File: src/rtl/bsl_pkg.sv
// Shared constants, token kinds, keyword table and action record of the source lexer.
package bsl_pkg;

  // Lexer modes
  localparam logic [3:0] M_IDLE     = 4'd0;
  localparam logic [3:0] M_COMMENT  = 4'd1;
  localparam logic [3:0] M_ID       = 4'd2;
  localparam logic [3:0] M_NUM      = 4'd3;
  localparam logic [3:0] M_FRAC     = 4'd4;
  localparam logic [3:0] M_ZERO     = 4'd5;
  localparam logic [3:0] M_AMP      = 4'd6;
  localparam logic [3:0] M_HEX      = 4'd7;
  localparam logic [3:0] M_GT       = 4'd8;
  localparam logic [3:0] M_LT       = 4'd9;
  localparam logic [3:0] M_STR_OPEN = 4'd10;
  localparam logic [3:0] M_STR_ONE  = 4'd11;
  localparam logic [3:0] M_STR_TWO  = 4'd12;
  localparam logic [3:0] M_STR_BODY = 4'd13;

  // Token kinds
  localparam logic [6:0] K_LINEEND   = 7'd0;
  localparam logic [6:0] K_FILEEND   = 7'd1;
  localparam logic [6:0] K_NUM       = 7'd2;
  localparam logic [6:0] K_DOUBLENUM = 7'd3;
  localparam logic [6:0] K_ID        = 7'd4;
  localparam logic [6:0] K_STR       = 7'd5;
  localparam logic [6:0] K_CHAR      = 7'd6;
  localparam logic [6:0] K_ERROR     = 7'd7;
  localparam logic [6:0] K_OP0       = 7'd8;
  localparam logic [6:0] K_EQ        = 7'd24;
  localparam logic [6:0] K_GT        = 7'd25;
  localparam logic [6:0] K_GE        = 7'd26;
  localparam logic [6:0] K_LT        = 7'd27;
  localparam logic [6:0] K_LE        = 7'd28;
  localparam logic [6:0] K_NE        = 7'd29;
  localparam logic [6:0] K_KW0       = 7'd30;

  localparam int NKW = 47;
  localparam int LINE_OUT_W = 16;
  localparam int TDATA_W = 64;
  localparam int TUSER_W = 8;

  // Line counter update after a token
  localparam logic [1:0] LN_KEEP  = 2'd0;
  localparam logic [1:0] LN_INC   = 2'd1;
  localparam logic [1:0] LN_RESET = 2'd2;

  localparam logic [63:0] KW_TXT [NKW] = '{
    "if", "then", "else", "elseif", "do", "while", "wend", "loop", "for",
    "to", "step", "next", "exit", "return", "select", "case", "default",
    "dim", "new", "shared", "as", "erase", "free", "function", "sub",
    "type", "declare", "native", "end", "and", "or", "not", "mod",
    "string", "integer", "byte", "short", "long", "boolean", "double",
    "float", "date", "include", "const", "null", "true", "false"
  };
  localparam logic [3:0] KW_LEN [NKW] = '{
    4'd2, 4'd4, 4'd4, 4'd6, 4'd2, 4'd5, 4'd4, 4'd4, 4'd3,
    4'd2, 4'd4, 4'd4, 4'd4, 4'd6, 4'd6, 4'd4, 4'd7,
    4'd3, 4'd3, 4'd6, 4'd2, 4'd5, 4'd4, 4'd8, 4'd3,
    4'd4, 4'd7, 4'd6, 4'd3, 4'd3, 4'd2, 4'd3, 4'd3,
    4'd6, 4'd7, 4'd4, 4'd5, 4'd4, 4'd7, 4'd6,
    4'd5, 4'd4, 4'd7, 4'd5, 4'd4, 4'd4, 4'd5
  };

  // One feed step's decisions
  typedef struct packed {
    logic [3:0] mode;
    logic       clr;
    logic       app;
    logic [7:0] app_ch;
    logic       emit;
    logic [6:0] kind;
    logic       use_hex;
    logic       refeed;
    logic [1:0] line_op;
    logic       held_we;
    logic       hex_we;
    logic [3:0] hex_nib;
  } scan_act_t;

  function automatic logic is_letter(logic [7:0] c);
    return (c >= "a" && c <= "z") || (c >= "A" && c <= "Z") || c == "_";
  endfunction

  function automatic logic is_digit(logic [7:0] c);
    return c >= "0" && c <= "9";
  endfunction

  function automatic logic [7:0] to_lower(logic [7:0] c);
    return (c >= "A" && c <= "Z") ? c + 8'd32 : c;
  endfunction

  // Single-character operator kind, 0 when none
  function automatic logic [6:0] op_kind(logic [7:0] c);
    logic [6:0] k;
    k = 7'd0;
    case (c)
      "+": k = K_OP0;
      "-": k = K_OP0 + 7'd1;
      "*": k = K_OP0 + 7'd2;
      "/": k = K_OP0 + 7'd3;
      "(": k = K_OP0 + 7'd4;
      ")": k = K_OP0 + 7'd5;
      "[": k = K_OP0 + 7'd6;
      "]": k = K_OP0 + 7'd7;
      "{": k = K_OP0 + 7'd8;
      "}": k = K_OP0 + 7'd9;
      ";": k = K_OP0 + 7'd10;
      ".": k = K_OP0 + 7'd11;
      ",": k = K_OP0 + 7'd12;
      "$": k = K_OP0 + 7'd13;
      "#": k = K_OP0 + 7'd14;
      ":": k = K_OP0 + 7'd15;
      "=": k = K_EQ;
      default: k = 7'd0;
    endcase
    return k;
  endfunction

  // Keyword lookup on lower-case text, first char in the top byte
  function automatic logic [6:0] kw_kind(logic [63:0] word, logic [3:0] len);
    logic [6:0] k;
    k = K_ID;
    for (int i = 0; i < NKW; i++) begin
      if (len == KW_LEN[i] && (KW_TXT[i] << (8 * (8 - int'(KW_LEN[i])))) == word) begin
        k = K_KW0 + 7'(i);
      end
    end
    return k;
  endfunction

endpackage

File: src/rtl/basic_source_lexer.sv
// Source lexer top level: byte input, token buffer RAM, beat output register.
//
// Usage: source bytes enter on the s_axis channel, one byte per beat; byte 0
// ends the text. Tokens leave on the m_axis channel, one beat per character
// of token text, tlast on the final beat of each token, the token kind and
// the text-valid flag in tuser. A token without text (line end, file end,
// hex number, empty string) is a single beat with text_valid low.
// Flow: a byte is accepted only while idle and then scanned in its mode
// (a byte that closes a token is scanned a second time in the next mode).
// Each character of a token is read from the buffer RAM and then loaded
// into the output register; a token without text goes straight to the
// output load. The token buffer is a single RAM with a registered read.
// Text beyond TOKEN_MAX characters is dropped and flagged as truncated.
// Reset: idle between tokens, line counter at 1, no beat pending.
// Stall: while the output beat is not taken, emission holds and no new
// byte is accepted until the token is out.
module basic_source_lexer #(
  parameter int TOKEN_MAX = 32,
  parameter int LINE_BITS = 16
) (
  input  logic                        clk_i,
  input  logic                        rst_ni,
  input  logic                        s_axis_tvalid,
  output logic                        s_axis_tready,
  input  logic [7:0]                  s_axis_tdata,   // [7:0] text_byte
  output logic                        m_axis_tvalid,
  input  logic                        m_axis_tready,
  // [7:0] text_char, [23:8] line_number, [55:24] hex_value,
  // [56] text_truncated, [63:57] zero
  output logic [bsl_pkg::TDATA_W-1:0] m_axis_tdata,
  output logic [bsl_pkg::TUSER_W-1:0] m_axis_tuser,   // [6:0] token_kind, [7] text_valid
  output logic                        m_axis_tlast    // token_last
);

  localparam int AW = (TOKEN_MAX > 1) ? $clog2(TOKEN_MAX) : 1;
  localparam int LW = $clog2(TOKEN_MAX + 1);
  localparam logic [LINE_BITS-1:0] LINE_MAX = '1;

  localparam logic [1:0] P_IDLE = 2'd0;
  localparam logic [1:0] P_FEED = 2'd1;
  localparam logic [1:0] P_RD   = 2'd2;
  localparam logic [1:0] P_OUT  = 2'd3;

  logic [1:0]           phase_q, phase_d;
  logic [7:0]           byte_q;
  logic [3:0]           mode_q;
  logic [7:0]           held_q;
  logic [31:0]          hex_q;
  logic [LW-1:0]        len_q;
  logic                 ovf_q;
  logic [LINE_BITS-1:0] line_q;
  logic [7:0]           kw_q [8];

  // emission context
  logic [6:0]           ekind_q;
  logic [31:0]          ehex_q;
  logic                 erefeed_q;
  logic [1:0]           eline_q;
  logic [LW-1:0]        idx_q;

  // output register
  logic                          mv_q;
  logic [bsl_pkg::TDATA_W-1:0]   mdata_q;
  logic [bsl_pkg::TUSER_W-1:0]   muser_q;
  logic                          mlast_q;

  bsl_pkg::scan_act_t   act;
  logic [63:0]          kw_word;
  logic [3:0]           kw_len;
  logic [LW-1:0]        base_len, new_len;
  logic                 base_ovf, new_ovf;
  logic                 ram_we;
  logic [7:0]           rdata;
  logic                 feed;
  logic                 load;
  logic                 beat_last;
  logic [31:0]          line_ext;

  // keyword compare word from the first eight buffered characters
  always_comb begin
    kw_word = '0;
    for (int i = 0; i < 8; i++) begin
      if (LW'(i) < len_q) kw_word[63-8*i -: 8] = kw_q[i];
    end
    kw_len = (len_q > LW'(8)) ? 4'hF : 4'(len_q);
  end

  bsl_scan u_scan (
    .byte_i    (byte_q),
    .mode_i    (mode_q),
    .held_i    (held_q),
    .kw_word_i (kw_word),
    .kw_len_i  (kw_len),
    .ovf_i     (ovf_q),
    .act_o     (act)
  );

  assign feed = (phase_q == P_FEED);

  // append into the buffer
  always_comb begin
    base_len = act.clr ? '0 : len_q;
    base_ovf = act.clr ? 1'b0 : ovf_q;
    new_len  = base_len;
    new_ovf  = base_ovf;
    ram_we   = 1'b0;
    if (act.app) begin
      if (base_len < LW'(TOKEN_MAX)) begin
        ram_we  = feed;
        new_len = base_len + LW'(1);
      end else begin
        new_ovf = 1'b1;
      end
    end
  end

  bsl_ram #(.Width(8), .Depth(TOKEN_MAX)) u_buf (
    .clk_i   (clk_i),
    .we_i    (ram_we),
    .waddr_i (AW'(base_len)),
    .wdata_i (act.app_ch),
    .raddr_i (AW'(idx_q)),
    .rdata_o (rdata)
  );

  assign load      = (phase_q == P_OUT) && (!mv_q || m_axis_tready);
  assign beat_last = (len_q == '0) || (idx_q + LW'(1) == len_q);
  assign line_ext  = 32'(line_q);

  // sequencer
  always_comb begin
    phase_d = phase_q;
    unique case (phase_q)
      P_IDLE: if (s_axis_tvalid) phase_d = P_FEED;
      P_FEED: begin
        if (act.emit)        phase_d = (new_len == '0) ? P_OUT : P_RD;
        else if (act.refeed) phase_d = P_FEED;
        else                 phase_d = P_IDLE;
      end
      P_RD:   phase_d = P_OUT;
      P_OUT: begin
        if (load) begin
          if (!beat_last)     phase_d = P_RD;
          else if (erefeed_q) phase_d = P_FEED;
          else                phase_d = P_IDLE;
        end
      end
      default: phase_d = P_IDLE;
    endcase
  end

  assign s_axis_tready = (phase_q == P_IDLE);

  always_ff @(posedge clk_i or negedge rst_ni) begin
    if (!rst_ni) begin
      phase_q <= P_IDLE;
      mode_q  <= bsl_pkg::M_IDLE;
      held_q  <= '0;
      hex_q   <= '0;
      len_q   <= '0;
      ovf_q   <= 1'b0;
      line_q  <= LINE_BITS'(1);
      mv_q    <= 1'b0;
      idx_q   <= '0;
    end else begin
      phase_q <= phase_d;
      if (s_axis_tvalid && s_axis_tready) byte_q <= s_axis_tdata;

      // one scan step
      if (feed) begin
        mode_q <= act.mode;
        len_q  <= new_len;
        ovf_q  <= new_ovf;
        if (act.clr) hex_q <= '0;
        if (act.hex_we) hex_q <= {hex_q[27:0], act.hex_nib};
        if (act.held_we) held_q <= byte_q;
        if (ram_we && base_len < LW'(8)) kw_q[3'(base_len)] <= bsl_pkg::to_lower(act.app_ch);
        if (act.emit) begin
          ekind_q   <= act.kind;
          ehex_q    <= act.use_hex ? hex_q : '0;
          erefeed_q <= act.refeed;
          eline_q   <= act.line_op;
          idx_q     <= '0;
        end
      end

      // beat output and token wrap-up
      if (load) begin
        mv_q    <= 1'b1;
        mlast_q <= beat_last;
        mdata_q <= {7'd0, ovf_q, ehex_q, line_ext[bsl_pkg::LINE_OUT_W-1:0],
                    (len_q != '0) ? rdata : 8'd0};
        muser_q <= {(len_q != '0), ekind_q};
        if (beat_last) begin
          len_q <= '0;
          ovf_q <= 1'b0;
          hex_q <= '0;
          if (eline_q == bsl_pkg::LN_INC && line_q != LINE_MAX) line_q <= line_q + 1'b1;
          if (eline_q == bsl_pkg::LN_RESET) line_q <= LINE_BITS'(1);
        end else begin
          idx_q <= idx_q + LW'(1);
        end
      end else if (m_axis_tready) begin
        mv_q <= 1'b0;
      end
    end
  end

  assign m_axis_tvalid = mv_q;
  assign m_axis_tdata  = mdata_q;
  assign m_axis_tuser  = muser_q;
  assign m_axis_tlast  = mlast_q;

  // A beat without text always ends its token
  a_empty_last: assert property (@(posedge clk_i) disable iff (!rst_ni)
    m_axis_tvalid && !m_axis_tuser[7] |-> m_axis_tlast)
    else $error("text-less beat without tlast");

  // Buffer fill never passes its depth
  a_len_bound: assert property (@(posedge clk_i) disable iff (!rst_ni)
    len_q <= LW'(TOKEN_MAX))
    else $error("token length beyond buffer");

  // Line counter never wraps to zero
  a_line_nz: assert property (@(posedge clk_i) disable iff (!rst_ni)
    line_q != '0)
    else $error("line counter is zero");

  // No byte accepted while a token is being read out
  a_no_accept: assert property (@(posedge clk_i) disable iff (!rst_ni)
    (phase_q == P_RD || phase_q == P_OUT) |-> !s_axis_tready)
    else $error("byte accepted during emission");

endmodule

File: src/rtl/bsl_ram.sv
// Generic single-port-write, registered-read RAM.
module bsl_ram #(
  parameter int Width = 8,
  parameter int Depth = 32
) (
  input  logic                     clk_i,
  input  logic                     we_i,
  input  logic [$clog2(Depth)-1:0] waddr_i,
  input  logic [Width-1:0]         wdata_i,
  input  logic [$clog2(Depth)-1:0] raddr_i,
  output logic [Width-1:0]         rdata_o
);

  logic [Width-1:0] mem [Depth];

  always_ff @(posedge clk_i) begin
    if (we_i) begin
      mem[waddr_i] <= wdata_i;
    end
    rdata_o <= mem[raddr_i];
  end

endmodule

File: src/rtl/bsl_scan.sv
// Next-step decode of the lexer: one source byte against the current mode.
module bsl_scan (
  input  logic [7:0]         byte_i,
  input  logic [3:0]         mode_i,
  input  logic [7:0]         held_i,
  input  logic [63:0]        kw_word_i,
  input  logic [3:0]         kw_len_i,
  input  logic               ovf_i,
  output bsl_pkg::scan_act_t act_o
);

  logic [7:0] c;
  logic [6:0] op;
  logic [3:0] hnib;
  logic       hvalid;

  assign c  = byte_i;
  assign op = bsl_pkg::op_kind(c);

  // hex digit value
  always_comb begin
    hvalid = 1'b1;
    hnib   = 4'd0;
    if (c >= "0" && c <= "9")      hnib = 4'(c - "0");
    else if (c >= "A" && c <= "F") hnib = 4'(c - "A" + 8'd10);
    else if (c >= "a" && c <= "f") hnib = 4'(c - "a" + 8'd10);
    else                           hvalid = 1'b0;
  end

  always_comb begin
    act_o         = '0;
    act_o.mode    = mode_i;
    act_o.app_ch  = c;
    act_o.line_op = bsl_pkg::LN_KEEP;
    act_o.hex_nib = hnib;
    unique case (mode_i)
      bsl_pkg::M_COMMENT: begin
        if (c == 8'h0A || c == 8'h00) begin
          act_o.mode   = bsl_pkg::M_IDLE;
          act_o.refeed = 1'b1;
        end
      end
      bsl_pkg::M_ID: begin
        if (bsl_pkg::is_letter(c) || bsl_pkg::is_digit(c)) begin
          act_o.app = 1'b1;
        end else begin
          act_o.emit   = 1'b1;
          act_o.kind   = ovf_i ? bsl_pkg::K_ID : bsl_pkg::kw_kind(kw_word_i, kw_len_i);
          act_o.mode   = bsl_pkg::M_IDLE;
          act_o.refeed = 1'b1;
        end
      end
      bsl_pkg::M_ZERO: begin
        if (c == "x") begin
          act_o.clr  = 1'b1;
          act_o.mode = bsl_pkg::M_HEX;
        end else begin
          act_o.mode   = bsl_pkg::M_NUM;
          act_o.refeed = 1'b1;
        end
      end
      bsl_pkg::M_NUM: begin
        if (bsl_pkg::is_digit(c)) begin
          act_o.app = 1'b1;
        end else if (c == ".") begin
          act_o.app  = 1'b1;
          act_o.mode = bsl_pkg::M_FRAC;
        end else begin
          act_o.emit   = 1'b1;
          act_o.kind   = bsl_pkg::K_NUM;
          act_o.mode   = bsl_pkg::M_IDLE;
          act_o.refeed = 1'b1;
        end
      end
      bsl_pkg::M_FRAC: begin
        if (bsl_pkg::is_digit(c)) begin
          act_o.app = 1'b1;
        end else begin
          act_o.emit   = 1'b1;
          act_o.kind   = bsl_pkg::K_DOUBLENUM;
          act_o.mode   = bsl_pkg::M_IDLE;
          act_o.refeed = 1'b1;
        end
      end
      bsl_pkg::M_AMP: begin
        if (c == "H") begin
          act_o.clr  = 1'b1;
          act_o.mode = bsl_pkg::M_HEX;
        end else begin
          act_o.emit   = 1'b1;
          act_o.kind   = bsl_pkg::K_ERROR;
          act_o.mode   = bsl_pkg::M_IDLE;
          act_o.refeed = 1'b1;
        end
      end
      bsl_pkg::M_HEX: begin
        if (hvalid) begin
          act_o.hex_we = 1'b1;
        end else begin
          act_o.emit    = 1'b1;
          act_o.kind    = bsl_pkg::K_NUM;
          act_o.use_hex = 1'b1;
          act_o.mode    = bsl_pkg::M_IDLE;
          act_o.refeed  = 1'b1;
        end
      end
      bsl_pkg::M_GT: begin
        act_o.mode = bsl_pkg::M_IDLE;
        act_o.emit = 1'b1;
        if (c == "=") begin
          act_o.app  = 1'b1;
          act_o.kind = bsl_pkg::K_GE;
        end else begin
          act_o.kind   = bsl_pkg::K_GT;
          act_o.refeed = 1'b1;
        end
      end
      bsl_pkg::M_LT: begin
        act_o.mode = bsl_pkg::M_IDLE;
        act_o.emit = 1'b1;
        if (c == "=") begin
          act_o.app  = 1'b1;
          act_o.kind = bsl_pkg::K_LE;
        end else if (c == ">") begin
          act_o.app  = 1'b1;
          act_o.kind = bsl_pkg::K_NE;
        end else begin
          act_o.kind   = bsl_pkg::K_LT;
          act_o.refeed = 1'b1;
        end
      end
      bsl_pkg::M_STR_OPEN: begin
        if (c == 8'h00) begin
          act_o.emit   = 1'b1;
          act_o.kind   = bsl_pkg::K_STR;
          act_o.mode   = bsl_pkg::M_IDLE;
          act_o.refeed = 1'b1;
        end else begin
          act_o.held_we = 1'b1;
          act_o.mode    = bsl_pkg::M_STR_ONE;
        end
      end
      bsl_pkg::M_STR_ONE: begin
        act_o.app_ch = held_i;
        if (c == "\"") begin
          act_o.mode = bsl_pkg::M_STR_TWO;
        end else if (held_i == "\"") begin
          act_o.emit   = 1'b1;
          act_o.kind   = bsl_pkg::K_STR;
          act_o.mode   = bsl_pkg::M_IDLE;
          act_o.refeed = 1'b1;
        end else begin
          act_o.app    = 1'b1;
          act_o.mode   = bsl_pkg::M_STR_BODY;
          act_o.refeed = 1'b1;
        end
      end
      bsl_pkg::M_STR_TWO: begin
        act_o.app_ch = held_i;
        act_o.emit   = 1'b1;
        if (c == "C" || c == "c") begin
          act_o.app  = 1'b1;
          act_o.kind = bsl_pkg::K_CHAR;
          act_o.mode = bsl_pkg::M_IDLE;
        end else if (held_i == "\"") begin
          act_o.kind   = bsl_pkg::K_STR;
          act_o.mode   = bsl_pkg::M_STR_OPEN;
          act_o.refeed = 1'b1;
        end else begin
          act_o.app    = 1'b1;
          act_o.kind   = bsl_pkg::K_STR;
          act_o.mode   = bsl_pkg::M_IDLE;
          act_o.refeed = 1'b1;
        end
      end
      bsl_pkg::M_STR_BODY: begin
        if (c == "\"" || c == 8'h00) begin
          act_o.emit   = 1'b1;
          act_o.kind   = bsl_pkg::K_STR;
          act_o.mode   = bsl_pkg::M_IDLE;
          act_o.refeed = (c == 8'h00);
        end else begin
          act_o.app = 1'b1;
        end
      end
      default: begin
        // between tokens: start a new one
        act_o.mode = bsl_pkg::M_IDLE;
        act_o.clr  = 1'b1;
        if (c == " " || c == 8'h09 || c == 8'h0D) begin
          act_o.mode = bsl_pkg::M_IDLE;
        end else if (c == "'") begin
          act_o.mode = bsl_pkg::M_COMMENT;
        end else if (c == 8'h00) begin
          act_o.emit    = 1'b1;
          act_o.kind    = bsl_pkg::K_FILEEND;
          act_o.line_op = bsl_pkg::LN_RESET;
        end else if (c == 8'h0A) begin
          act_o.emit    = 1'b1;
          act_o.kind    = bsl_pkg::K_LINEEND;
          act_o.line_op = bsl_pkg::LN_INC;
        end else if (op != 7'd0) begin
          act_o.app  = 1'b1;
          act_o.emit = 1'b1;
          act_o.kind = op;
        end else if (c == "&") begin
          act_o.app  = 1'b1;
          act_o.mode = bsl_pkg::M_AMP;
        end else if (c == ">") begin
          act_o.app  = 1'b1;
          act_o.mode = bsl_pkg::M_GT;
        end else if (c == "<") begin
          act_o.app  = 1'b1;
          act_o.mode = bsl_pkg::M_LT;
        end else if (c == "\"") begin
          act_o.mode = bsl_pkg::M_STR_OPEN;
        end else if (c == "0") begin
          act_o.app  = 1'b1;
          act_o.mode = bsl_pkg::M_ZERO;
        end else if (bsl_pkg::is_digit(c)) begin
          act_o.app  = 1'b1;
          act_o.mode = bsl_pkg::M_NUM;
        end else if (bsl_pkg::is_letter(c)) begin
          act_o.app  = 1'b1;
          act_o.mode = bsl_pkg::M_ID;
        end else begin
          act_o.app  = 1'b1;
          act_o.emit = 1'b1;
          act_o.kind = bsl_pkg::K_ERROR;
        end
      end
    endcase
  end

endmodule

File: config.mk
export PLATFORM = sky130hd
export DESIGN_NAME = basic_source_lexer
export DESIGN_NICKNAME = d
export VERILOG_FILES = /design/src/rtl/bsl_pkg.sv /design/src/rtl/basic_source_lexer.sv /design/src/rtl/bsl_ram.sv /design/src/rtl/bsl_scan.sv
export SDC_FILE = /design/constraint.sdc
export NUM_CORES = 1
export LEC_CHECK = 0
export ABC_AREA = 1
export BUFFER_PORTS_ARGS = -buffer_cell sky130_fd_sc_hd__buf_2
export CAP_MARGIN = 10
export CORE_MARGIN = 3
export CORE_UTILIZATION = 45
export DETAILED_ROUTE_END_ITERATION = 7
export GPL_TIMING_DRIVEN = 0
export MAX_ROUTING_LAYER = met4
export SLEW_MARGIN = 5
export SYNTH_ARGS = -nofsm -noshare
export SYNTH_HDL_FRONTEND = slang
export SYNTH_SLANG_ARGS = --single-unit
File: constraint.sdc
create_clock -name clk_i -period 5.7 [get_ports clk_i]
set_clock_uncertainty 0.15 [all_clocks]
set_input_delay 0 -clock clk_i [delete_from_list [all_inputs] [get_ports clk_i]]
set_output_delay 0 -clock clk_i [all_outputs]
set_load 0.03 [all_outputs]
=== Yosys cells after proc, flatten, opt, wreduce, memory -nomap -nowiden ===
Memory sizes are Yosys's and may differ from the RTL's. A register that Yosys moved wholly into a read port is not among the register bits.
Cells that the tools add are included.

* Register bits after elaboration: 192
* RAM bits: 320
* Bits of input ports: 12
* Output and inout bits: 75
* Word-level logic and storage cells: 462
* Memories kept: 2

{| class="wikitable"
|+ Memories
! memory !! depth !! width !! read ports !! clocked after memory_dff !! wr ports !! RTL line !! source
|-
| u_buf.mem || 32 || 8 || 1 || 1 || 1 || bsl_ram.sv:14 || <nowiki>logic [Width-1:0] mem [Depth];</nowiki>
|-
| kw_q || 8 || 8 || 8 || 0 || 1 || basic_source_lexer.sv:52 || <nowiki>logic [7:0] kw_q [8];</nowiki>
|}

* $add $sub $neg: 9
* Order comparisons: 21
* Equality and inequality tests: 115
* Multiplexer cells: 205
* Reduce and logical (&&, ||, !) cells: 91

{| class="wikitable"
|+ Operator list
! cell !! number
|-
| 63-bit by 64-bit equality test with 1-bit output, first input constant || 47
|-
| 6-bit 2-to-1 mux || 42
|-
| 8-bit 2-to-1 mux || 31
|-
| 8-bit by 6-bit equality test with 1-bit output, second input constant || 21
|-
| 32-bit 2-to-1 mux || 5
|-
| 7-bit 2-to-1 mux || 15
|-
| 4-bit 2-to-1 mux || 26
|-
| 8-bit one-hot mux with 12 select lines || 1
|-
| 5-bit one-hot mux with 17 select lines || 1
|-
| 8-bit by 7-bit equality test with 1-bit output, second input constant || 9
|-
| 1-bit 2-to-1 mux || 62
|-
| 1-bit logical AND || 58
|-
| 4-bit one-hot mux with 12 select lines || 1
|-
| 8-bit by 7-bit <= comparator with 1-bit output, second input constant || 5
|-
| 4-bit by 3-bit equality test with 1-bit output, second input constant || 8
|-
| 16-bit 2-to-1 mux || 2
|-
| 4-bit equality test, second input constant || 7
|-
| 8-bit by 4-bit equality test with 1-bit output, second input constant || 3
|-
| 8-bit by 7-bit greater-or-equal comparator with 1-bit output, second input constant || 3
|-
| 3-bit by 6-bit less-than comparator with 1-bit output, first input constant || 4
|-
| 16-bit by 1-bit adder with 16-bit output, second input constant || 1
|-
| 4-bit by 2-bit equality test with 1-bit output, second input constant || 4
|-
| 2-bit 2-to-1 mux || 8
|-
| 16-bit != test, second input constant || 1
|-
| other kinds (40) || 76
|}

=== Depth between registers and ports, before layout ===
Gate-level depths: netlist of run 1.

* Depth after elaboration: 58
* Mapped depth: 24

=== Modules after synthesis ===
A second synthesis of run 1 with hierarchy kept.

* Cell total of the unflattened synthesis: 2702
* Area, all modules: 25249.2 um^2

{| class="wikitable"
|+ By module, submodules not included
! module !! instances !! cells an instance !! area an instance (um^2)
|-
| bsl_ram || 1 || 922 || 10786.6
|-
| basic_source_lexer || 1 || 970 || 10565.1
|-
| bsl_scan || 1 || 810 || 3897.5
|}

=== Least setup slack after synthesis of run 1 ===
Ideal clock, no wire load.

* Path kind: register to register
* From: register byte_q[0]
* To: register ehex_q[0] (enable)
* Setup time: 0.441 ns
* Data arrival time: 3.779 ns
* Data required time: 5.109 ns
* Setup slack: 1.330 ns
* Cell stages (with the launch flop): 16
* Path buffers: 0
* Clock period less this slack: 4.370 ns
* Cells stage by stage: edfxtp_1 inv_1 ha_1 inv_1 nor2_1 inv_2 nor2_1 a31oi_1 inv_1 nor2_1 inv_1 nor2_1 inv_1 o2111ai_1 nand2_1 nor2_1

* Longest elaborated chain between the ends: 18
* Elaborated cells on any way between the ends: 77
* Those cells by class: 8 x order compare; 29 x eq/ne; 26 x mux; 14 x reduce/logical

{| class="wikitable"
|+ Ends and longest elaborated chain
! element !! RTL line !! source
|-
| start, declared || basic_source_lexer.sv:45 || <nowiki>logic [7:0] byte_q;</nowiki>
|-
| start signal, assigned || basic_source_lexer.sv:167 || <nowiki>if (s_axis_tvalid && s_axis_tready) byte_q <= s_axis_tdata;</nowiki>
|-
| 8-bit by 7-bit greater-or-equal comparator with 1-bit output (tied with other cells) || bsl_pkg.sv:82, bsl_scan.sv:26 ||
|-
| 1-bit logical AND || bsl_pkg.sv:82 || <nowiki>return (c >= "a" && c <= "z") || (c >= "A" && c <= "Z") || c == "_";</nowiki>
|-
| 1-bit logical OR (2 in a row) || bsl_pkg.sv:82 ||
|-
| 8-bit 2-to-1 mux || bsl_scan.sv:223 || <nowiki>end else if (bsl_pkg::is_letter(c)) begin</nowiki>
|-
| 8-bit 2-to-1 mux || bsl_scan.sv:220 || <nowiki>end else if (bsl_pkg::is_digit(c)) begin</nowiki>
|-
| 8-bit 2-to-1 mux || bsl_scan.sv:217 || <nowiki>end else if (c == "0") begin</nowiki>
|-
| 8-bit 2-to-1 mux || bsl_scan.sv:215 || <nowiki>end else if (c == "\"") begin</nowiki>
|-
| 8-bit 2-to-1 mux || bsl_scan.sv:212 || <nowiki>end else if (c == "<") begin</nowiki>
|-
| 8-bit 2-to-1 mux || bsl_scan.sv:209 || <nowiki>end else if (c == ">") begin</nowiki>
|-
| 8-bit 2-to-1 mux || bsl_scan.sv:206 || <nowiki>end else if (c == "&") begin</nowiki>
|-
| 8-bit 2-to-1 mux || bsl_scan.sv:202 || <nowiki>end else if (op != 7'd0) begin</nowiki>
|-
| 8-bit 2-to-1 mux || bsl_scan.sv:198 || <nowiki>end else if (c == 8'h0A) begin</nowiki>
|-
| 8-bit 2-to-1 mux || bsl_scan.sv:194 || <nowiki>end else if (c == 8'h00) begin</nowiki>
|-
| 8-bit 2-to-1 mux || bsl_scan.sv:192 || <nowiki>end else if (c == "'") begin</nowiki>
|-
| 8-bit 2-to-1 mux || bsl_scan.sv:190 || <nowiki>if (c == " " || c == 8'h09 || c == 8'h0D) begin</nowiki>
|-
| 8-bit one-hot mux with 12 select lines * || bsl_scan.sv:36 || <nowiki>unique case (mode_i)</nowiki>
|-
| 3-bit AND reduction (no line) * || - ||
|-
| end signal, assigned || basic_source_lexer.sv:180 || <nowiki>ehex_q <= act.use_hex ? hex_q : '0;</nowiki>
|-
| end, declared || basic_source_lexer.sv:56 || <nowiki>logic [31:0] ehex_q;</nowiki>
|}

Every way passes the cells marked *; elsewhere a longest branch is shown, timed or not.
A chain may end at the register's enable or synchronous reset.

=== Final worst setup path of run 1 ===
* From: register byte_q[0]
* To: memory u_buf.mem[31][2] (enable)

* Longest elaborated chain between the ends: 14
* Elaborated cells on any way between the ends: 79
* Those cells by class: 7 x order compare; 31 x eq/ne; 29 x mux; 12 x reduce/logical

{| class="wikitable"
|+ Ends and longest elaborated chain
! element !! RTL line
|-
| parallel branches: the longest is 14 deep, another holds 5-bit one-hot mux with 17 select lines || -
|-
| end, declared || bsl_ram.sv:14
|}

Parallel ways; which one is timed is not known.

==> results of run 1 <==
[routing by layer]
layer | up-vias | track usage | wire length (µm)
met5 | - | - | 0
met4 | 0 | 0.07412 | 2137
met3 | 124 | 0.03167 | 5420
met2 | 809 | 0.4217 | 34840
met1 | 9273 | 0.3871 | 32990
li1 | 8739 | - | -
[cells in the final DEF, fill, tap and decap left out, types with 6 or more instances in the layout]
cell           Yosys  final
a21oi_1           65     65
a31oi_1           13     13
buf_2              6     85
buf_4             11     15
clkbuf_1          72     77
clkbuf_16          0     54
clkinv_1           1      9
clkinv_2           1     11
clkinvlp_4         0      8
conb_1             1      7
dfrtp_1           75     75
dfxtp_1            8      8
dlygate4sd3_1      0     22
edfxtp_1         436    436
ha_1              11     11
inv_1            223    220
inv_2             28     31
nand2_1          288    288
nand2_2           11     11
nand3_1          101    101
nand4_1           42     42
nor2_1           435    433
nor2_2            10     10
nor2_4            10     12
nor3_1            61     59
nor4_1            20     16
nor4_2             2      6
o211ai_1          30     30
o21ai_0          248    245
o21ai_1           13     14
o22ai_1           81     81
o31ai_1            7      7
xor2_1            10     10
[power groups by stage]
stage               clock, W  sequential (W)  combinational, W
floorplan                  0         0.00485           0.00212
global placement           0         0.00473           0.00356
detailed placement         0         0.00472           0.00363
CTS                  0.00356         0.00464           0.00366
global route         0.00374         0.00468           0.00404
finish               0.00352         0.00464           0.00374
[flip-flops by register name (all words and copies together), names as in the netlist, 2 cells and up]
signal and count:
byte_q 8, ehex_q 32, ekind_q 7, eline_q 2, held_q 8, hex_q 32, idx_q 6, kw_q 64
len_q 6, line_q 16, m_axis_tdata 57, m_axis_tuser 8, mode_q 4, phase_q 2, u_buf.mem 256, u_buf.rdata_o 8
[cells by family after synthesis]
family | share of synthesized area
and+or+nand+nor | 0.1899
DFF | 0.6275
AOI/OAI and AO/OA | 0.1147
buffers and inverters | 0.05703
xor gates and xnor gates | 0.004662
adders and majority gates | 0.005698
other | 0.0001553
muxes | 0.0004144
[cell type report]
type	instances	area, µm²
fill	4734	25180
sequential	520	15160
multi-input combinational	1536	7716
clock buffer	61	1398
inverter	254	957.2
tap	688	860.8
timing repair buffer	111	795.8
buffer	95	420.4
clock inverter	39	381.6
antenna	1	2.502
[critical path, cell delays in order, from the launching register on]
cell and delay (ps):
edfxtp_1 580, inv_1 220, ha_1 320, nand2_1 140
nor2_1 90, nand2_1 90, nand2_1 70, nor2_2 240
inv_2 190, nor2_1 450, ha_1 240, inv_1 70
nor2_4 150, nand2_1 370, nor2_1 870
[metrics by stage]
stage	cell area (µm²)	setup slack, ps	total power, W
after floorplan	24180	1330	0.006965
after global placement	25430	-3084	0.008291
after detailed placement	25680	971.1	0.008347
after CTS	27680	935.0	0.01186
after global routing	27690	805.4	0.01245
final	27690	1076	0.01190
[final timing paths]
path | start | end | cells past startpoint
min reg2reg | ekind_q[6]$_DFFE_PP_ | m_axis_tuser[6]$_DFFE_PP_ | 0
min in group asynchronous | rst_ni | hex_q[17]$_DFF_PN0_ | 4
max reg2reg | byte_q[0]$_DFFE_PP_ | u_buf.mem[31][2]$_DFFE_PP_ | 14
min | m_axis_tready | phase_q[0]$_DFFE_PN0P_ | 5
max in group asynchronous | rst_ni | m_axis_tvalid$_DFFE_PN0P_ | 4
max | byte_q[0]$_DFFE_PP_ | u_buf.mem[31][2]$_DFFE_PP_ | 14
==> flow_summary.yaml, run 1 <==
placement:
  io_buffers: 79
  dp_hpwl_um: 55060
  dp.cells: 3181
  gp_congestion: 1.040
drt:
  wl_per_cell_um: 22.81
  antenna_left: 0
  drt_wl_total_um: 75380
  firstDrtPassIters: 6
  vias: 18950
  drc: 0
  via_per_inst: 5.732
  drtIter0Drc: 2087
cells_and_area:
  final_net_count: 2594
  drive_gt1_frac: 0.1154
  stdcell_count: 3305
  area_growth_pct: 14.63
  final_util: 0.5237
sta:
  drv_slew: 0
  tns_ps: 0
  timing.slew.headroom: 0.1915
  hold_violations: 0
  setup_viol: 0
  fmax_mhz: 216.3
  fin_crit_ps: 4624
  tightest_slew_ps: 1202
  rsz0062_at_grt: "no"
  min_period_over_period: 0.8112
  fin_hold_ws_ps: 175.3
global_route:
  antenna_found_initial: 1
  grt_pass1_wl_um: 113200
  grt.overflow.total: 0
  grt.total_usage: 0.2732
  grt_pass1_vias: 18100
  grt_max_degree: 60
power_and_ir_drop:
  p_sw_frac: 0.3790
  switchingPower_w: 0.004511
  power_leakage_nw: 10.03
  p_int_w: 0.007392
  vdd_drop_max_v: 0.0003743
  combPwrFrac: 0.314
  seq_power_share: 0.390
  pwr-share-clk: 0.295
  p_per_area_nw_per_um2: 429.9
critical_path:
  crit_path_end_kind: "flip-flop"
  r2r_slack_ps: 1080
  critical_path_class: "reg -> reg"
  worstPathRequired_ps: 5780
  arrival_ps: 4700
  start_kind: "flip-flop"
  critPathMaxFanout: 8
synth:
  yosys-top-cells-area: "edfxtp_1, dfrtp_1, nor2_1"
  synth_top_cell_area_share: 0.5420
  syn_area_per_cell_um2: 10.07
  synthTopCellsByCount: "edfxtp_1, nor2_1, nand2_1"
  synth_cells: 2399
  synthFlopType: "edfxtp_1"
  synth-seq-cells: 520
  synth_most_common_cell: "edfxtp_1"
  synth_top_cell_by_area: "edfxtp_1"
  synth_edf_count: 436
  yosys_warnings: 0
  yosysSeqAreaShare: 0.6275
  syn_area_um2: 24150
  ys_async_sr_fraction: 0.1462
  yosysUniqueCellTypes: 73
run:
  drv_cap: 0
cts:
  cts.sinks: 520
  clock_path_buffers: 3
  cts_tree: "yes"
  worstSkewPairLatency_ps: 610
  cts_buffers: 53
  post_cts_resized: 0
  cts.htree.levels: 2
  cts.clk_slew.worst_paths_ps: 60
  cts_root_buffer: "clkbuf_16"
  post_cts_buffers: 0
  cts_hold_buf: 22
floorplanning:
  fp.dieH_um: 237.7
  die_area_um2: 56490
  coreArea_um2: 52870
  io_pins: 87
  rows: 84
  start_util: 0.4569
  die-width_um: 237.7
outcome:
  status: "finished, final reports clean"
hold_path:
  hold_path.class: "in -> reg"
Power figures use the tool's default switching activity.
==> run 2: changes to the inputs <==
Settings changed: ABC_AREA 1 to 0.
Clock period 5.7 ns to 4.5 ns, I/O delays scaled along.
==> flow_summary.yaml, run 2 <==
outcome:
  status: "finished, final reports clean"
power_and_ir_drop:
  finalPower_w: 0.01441
  power_leakage_nw: 9.286
  p_per_area_nw_per_um2: 524.6
  vdd_drop_max_v: 0.0003777
drt:
  drc: 0
  drt_wl_total_um: 66690
  via_per_inst: 5.993
  antenna_left: 0
  drtIter0Drc: 1638
  firstDrtPassIters: 7
  wl_per_cell_um: 25.69
  vias: 15560
sta:
  fmax_mhz: 231.1
  setup_viol: 0
  hold_violations: 0
  tns_ps: 0
  rsz0062_at_grt: "no"
  tightest_slew_ps: 1105
  fin_crit_ps: 4326
  min_period_over_period: 0.9614
  drv_slew: 0
  timing.slew.headroom: 0.2626
synth:
  synth-seq-cells: 520
  yosys-top-cells-area: "edfxtp_1, dfrtp_1, mux4_2"
  synth_xor_area_frac: 0.01057
  synthTopCellsByCount: "edfxtp_1, nor2_1, nand2_1"
  yosysSeqAreaShare: 0.6404
  synth_cells: 1698
  ys_async_sr_fraction: 0.1462
  yosys_warnings: 0
  syn_area_um2: 23670
  synthSimpleGateAreaFrac: 0.1610
  synth_edf_count: 436
  syn_area_per_cell_um2: 13.94
  synth_compound_area_frac: 0.07253
  synth_top_family_by_area: "simple AND/OR/NAND/NOR gates"
  synthFlopType: "edfxtp_1"
  muxShareOfSynthArea: 0.08659
  yosysUniqueCellTypes: 104
  synth_top_cell_area_share: 0.5532
  synth_fa_ha_area_frac: 0.005815
  synth_most_common_cell: "edfxtp_1"
  synth_top_cell_by_area: "edfxtp_1"
cts:
  cts_buffers: 53
  cts_tree: "yes"
  cts_root_buffer: "clkbuf_16"
  cts.sinks: 520
  worstSkewPairLatency_ps: 610
  clock_path_buffers: 3
  cts.htree.levels: 2
  cts.clk_slew.worst_paths_ps: 60
placement:
  io_buffers: 79
  dp_hpwl_um: 47770
  gp_congestion: 0.9363
critical_path:
  max_stage_delay_ps: 600
  worstPathCellList: "buf_2, nor4b_4, and3_1, a311oi_1, a211oi_2, nor2_2, a211oi_4, a21boi_4, buf_4, nand2_4, nor3_4, buf_12"
  worstPathRequired_ps: 4670
  arrival_ps: 4490
  critPathSlowestCell: "nor4b_4"
  critPathMaxFanout: 10
  crit_buf_inv: 3
  start_kind: "flip-flop"
  critical_path_class: "reg -> reg"
  crit_path_end_kind: "flip-flop"
  cp_top_family: "simple AND/OR/NAND/NOR gates"
floorplanning:
  coreArea_um2: 51720
  start_util: 0.4576
  rows: 83
  io_pins: 87
  die_area_um2: 55380
  fp.dieH_um: 235.3
  die-width_um: 235.3
run:
  drv_cap: 0
cells_and_area:
  num_antenna_cells: 0
  top_register: "u_buf.mem"
  layout_common_cells: "edfxtp_1, nor2_1, nand2_1, buf_2, mux4_2"
  drive_gt1_frac: 0.2077
  area_growth_pct: 16.05
  final_common_cell: "edfxtp_1"
  largest_reg_flops: 256
  final_net_count: 1895
global_route:
  grt_max_degree: 63
  grt.total_usage: 0.2466
  grt.overflow.total: 0
  antenna_found_initial: 0
  grt_pass1_wl_um: 101000
  grt_pass1_vias: 15510
hold_path:
  hold_path.class: "in -> reg"
## run 2: logic make-up (layout without fill, tap and decap cells)
family,Yosys count,in the layout
muxes,103,103
AOI/OAI and AO/OA,237,237
other,1,7
and+or+nand+nor,677,677
DFF,520,520
buffers and inverters,122,334
adders and majority gates,11,11
xor gates and xnor gates,27,27
## run 2: timing repair
action,in CTS,in global routing
setup endpoints to repair,294,373
endpoints found under the hold margin,121,0
hold buffers,21,0
gates resized for setup,61,28
pin swaps,0,5
buffers inserted,0,8
cloned,0,0
## run 2: layout make-up
| type | instances | area (µm²) |
|---|---|---|
| Timing Repair Buffer | 114 | 832.0 |
| Fill cell | 4323 | 24250 |
| Inverter | 28 | 108.9 |
| Clock buffer | 68 | 1465 |
| Buffer | 93 | 442.9 |
| Tap cell | 680 | 850.8 |
| Sequential cell | 520 | 15160 |
| Multi-Input combinational cell | 1062 | 8330 |
| Clock inverter | 31 | 280.3 |
## run 2: through the flow
step | cell area (µm²) | instances | setup slack, ps | util | hold WS, ps
5_1_grt | 27470 | 2596 | 14.79 | 0.5311 | 180.1
2_1_floorplan | 23690 | 1704 | 206.7 | - | -445.6
6_report | 27470 | 2596 | 173.8 | 0.5311 | 162.9
4_1_cts | 27270 | 2589 | -17.44 | 0.5273 | 120.5
3_5_place_dp | 25090 | 2469 | -584.4 | 0.4851 | -232.2
3_3_place_gp | 24940 | 2463 | -2351 | 0.4822 | 29.55
## run 2: path summary, 6_finish.rpt
check / from / end / slack (ps) / depth (start not counted)
hold reg to reg: ekind_q[5]$_DFFE_PP_ / m_axis_tuser[5]$_DFFE_PP_ / 270 / 0
hold / removal: m_axis_tready / m_axis_tvalid$_DFFE_PN0P_ / 160 / 4
min in group asynchronous: rst_ni / line_q[14]$_DFFE_PN0P_ / 400 / 4
max in group asynchronous: rst_ni / line_q[2]$_DFFE_PN0P_ / 2530 / 4
setup / recovery: byte_q[7]$_DFFE_PP_ / u_buf.mem[28][3]$_DFFE_PP_ / 170 / 12
setup reg to reg: byte_q[7]$_DFFE_PP_ / u_buf.mem[28][3]$_DFFE_PP_ / 170 / 12
## run 2: layer usage
metal,share of wire,global-route usage,vias up
met2,0.48,0.3841,536
met3,0.058,0.03374,110
met5,0,-,-
li1,-,-,7012
met1,0.44,0.3457,7900
met4,0.025,0.06582,0
## run 2: worst reg2reg max path, delay by kind of cell, from the launching register on
kind                   cells  cell delay (ps)
flip-flops                 1              410
buffers and inverters      3              590
AND/OR/NAND/NOR            5             1520
AO/OA/AOI/OAI              4             1360
## run 2: report_power, final
group,leakage (nW),internal (W),switching (W)
clock network,0.841,0.00249,0.00186
logic,3.46,0.00153,0.00259
registers,4.99,0.00568,0.000262
total,9.29,0.00969,0.00472
